==> src/rtl/sgbs_ram.sv <==
// ----------------------------------------------------------------------------
// sgbs_ram
// Generic single-port-write, single-port-read RAM with a registered read.
// ----------------------------------------------------------------------------
`default_nettype none

module sgbs_ram #(
    parameter int WIDTH = 8,
    parameter int DEPTH = 16
) (
    input  wire logic                     i_clk,
    input  wire logic                     i_wr_en,
    input  wire logic [$clog2(DEPTH)-1:0] i_wr_addr,
    input  wire logic [WIDTH-1:0]         i_wr_data,
    input  wire logic                     i_rd_en,
    input  wire logic [$clog2(DEPTH)-1:0] i_rd_addr,
    output logic      [WIDTH-1:0]         o_rd_data
);

    logic [WIDTH-1:0] r_mem [DEPTH];

    always_ff @(posedge i_clk) begin
        if (i_wr_en) begin
            r_mem[i_wr_addr] <= i_wr_data;
        end
        if (i_rd_en) begin
            o_rd_data <= r_mem[i_rd_addr];
        end
    end

endmodule

`default_nettype wire

==> config.mk <==
export PLATFORM = sky130hd
export DESIGN_NAME = sgbs_ram
export DESIGN_NICKNAME = d
export VERILOG_FILES = /design/src/rtl/sgbs_ram.sv
export SDC_FILE = /design/constraint.sdc
export NUM_CORES = 1
export LEC_CHECK = 0
export BUFFER_PORTS_ARGS = -buffer_cell sky130_fd_sc_hd__buf_4
export CAP_MARGIN = 25
export CORE_ASPECT_RATIO = 0.8
export CORE_MARGIN = 10
export CORE_UTILIZATION = 54
export CTS_CLUSTER_DIAMETER = 80
export DETAILED_ROUTE_END_ITERATION = 7
export PLACE_DENSITY = 0.74
export SKIP_CTS_REPAIR_TIMING = 1
export SLEW_MARGIN = 20
export SYNTH_ARGS = -nofsm -noshare
export SYNTH_HDL_FRONTEND = slang
export SYNTH_SLANG_ARGS = --single-unit
==> constraint.sdc <==
create_clock -name i_clk -period 1.6 [get_ports i_clk]
set_input_delay 0.16 -clock i_clk [delete_from_list [all_inputs] [get_ports i_clk]]
set_output_delay 0.16 -clock i_clk [all_outputs]
set_load 0.03 [all_outputs]
==> flow_metrics.tcl <==
set metrics [dict create \
    avgViaCountPerCell 6.03 \
    worstSetupPathType "reg -> reg" \
    hold_start "i_wr_data[5]" \
    crit_path_end_kind "register" \
    cp.required_ns 1.77 \
    start_kind "register" \
    power_frac_comb_pct 5.5 \
    crit_fanout 1 \
    post-route-cell-area_mm2 0.00623 \
    place_area_mm2 0.00571 \
    slew_headroom_pct 73.6 \
    mostFrequentLayoutCells "136 x edfxtp_1, 45 x buf_4, 18 x mux4_2, 17 x clkbuf_16, 16 x a22oi_1" \
    finalNetCount 306 \
    synthDominantCellAreaShare_pct 78.1 \
    grt_max_degree 20 \
    grt_pass1_vias 2609 \
    htreeDepth 4 \
    start_util_pct 54.9 \
    worstMarginPinSlew_ns 0.396 \
    syn_area_mm2 0.00523 \
    dp_hpwl_um 6620 \
    dieArea_mm2 0.0140 \
    skew_ns 0.00852 \
    synth.area.top_cells "edfxtp_1 78%, mux4_2 7.8%, mux4_1 7.0%" \
    intPower_mw 6.16 \
    layout_min_cycle_time_ns 1.49 \
    ys_seq_area_share_pct 78.1 \
    vias 2526 \
    fin_crit_sh_pct 93.4 \
    cts_tree "done" \
    synth-seq-cells 136 \
    n_antenna_cell 0 \
    die_w_um 130 \
    setup_ws_ns 0.106 \
    max-vdd-ir-drop_uv 794 \
    core_area_mm2 0.00953 \
    hp-class "in -> reg" \
    startpoint "r_mem[3][0]$_DFFE_PP_" \
    r2r-start "r_mem[3][0]$_DFFE_PP_" \
    grt_pass1_wl_um 15800 \
    ant_nets 0 \
    syn_nets 248 \
    cp.arrival_ns 1.66 \
    drc 0 \
    holdWs_ns 0.0528 \
    final_common_cell "edfxtp_1" \
    rsz0062_at_grt "no" \
    p_clk_share_pct 43.0 \
    cts-root-buf "clkbuf_16" \
    pre_cts_slack_ns -0.0778 \
    grt_util_all_layers_pct 15.8 \
    drt-initial-drc-count 241 \
    area_growth_pct 19.1 \
    power_density_mw_per_mm2 1260 \
    clockBufferDepth 2 \
    max_cap_violations 0 \
    num_io_pins 27 \
    antenna_found_initial 0 \
    p_leak_nw 2.12 \
    maxSlewViolCount 0 \
    synth_top_cell_by_area "edfxtp_1" \
    insertion_delay_ns 0.42 \
    wl_per_cell_um 24.2 \
    numClockSinks 136 \
    seqPwrFrac_pct 51.5 \
    netSwitchingFraction_pct 21.5 \
    row_count 32 \
    synth_cells 229 \
    ys_types 18 \
    status "completed" \
    routed_wl_um 10100 \
    gp_congestion 0.765 \
    overflow 0 \
    ys.warnings.count 0 \
    setup_viol 0 \
    p_switching_mw 1.69 \
    drive_above_1_share_pct 32.7 \
    hold_viol 0 \
    die_height_um 108 \
    max_freq_mhz 670 \
    clkTransAtPathRegs_ns 0.06 \
    cts_buffers 17 \
    avgSynthCellArea_um2 22.8 \
    dr.pass1.iters 5 \
    portBuffers 26 \
]
-- critical path, stage by stage (launching register included) --
cell and delay, ns:
edfxtp_1 0.39, mux4_1 0.51, a22oi_1 0.27, nand2_1 0.08
-- cell usage after synthesis (all sizes together) --
library cell,number
and2b,1
edfxtp,136
and2,1
nand3b,2
a22oi,16
clkdlybuf4s25,3
buf,7
nand2b,2
nor3,4
nand2,9
nand3,1
mux4,32
nor2b,1
nor2,13
or3b,1
-- area by class of cell --
type                       instances  area, µm²
fill                             636       3300
tap                              119        149
timing repair buffer              49        418
multi-input combinational         83       1060
clock buffer                      18        429
sequential                       136       4080
clock inverter                    14       86.3
-- routing by layer --
layer / wire, µm / up-vias / GRT usage, %
li1: - / 1096 / -
met1: 4630 / 1308 / 22.4
met2: 4630 / 111 / 22.3
met3: 765 / 11 / 5.14
met4: 117 / 0 / 6.33
met5: 0 / - / 0
-- cells by family after synthesis --
logic type | synth area share, %
mux | 14.8
flops | 78.1
simple gates | 3.14
compound gates | 2.30
buf+inv | 1.65
-- path summary, 6_finish.rpt --
path / slack, ns / to / cells past startpoint
min reg2reg: 0.76 / o_rd_data[7]$_DFFE_PP_ / 3
max reg2reg: 0.11 / o_rd_data[0]$_DFFE_PP_ / 3
min: 0.05 / r_mem[13][5]$_DFFE_PP_ / 1
max: 0.11 / o_rd_data[0]$_DFFE_PP_ / 3
-- power by group through the flow --
stage          registers, mW  clock network [mW]  logic (mW)
6_report                4.04                3.37       0.433
5_1_grt                 4.05                3.59       0.468
4_1_cts                 4.04                3.43       0.440
3_5_place_dp            4.11                   0       0.439
3_3_place_gp            4.11                   0       0.428
2_1_floorplan           4.14                   0       0.203
-- metrics by stage --
stage	util [%]	setup TNS (ns)	power, mW	cells
after global routing	65.4	0	8.10	419
after CTS	65.4	0	7.91	419
after global placement	60.0	-0.119	4.54	387
final	65.4	0	7.85	419
after floorplan	-	0	4.34	229
after detailed placement	60.0	-0.148	4.55	387
-- registers in the layout, summed over array words and instances, names as in the netlist --
register and cells:
o_rd_data 8, r_mem 128
Note: power is estimated with default switching activity, not from simulation.
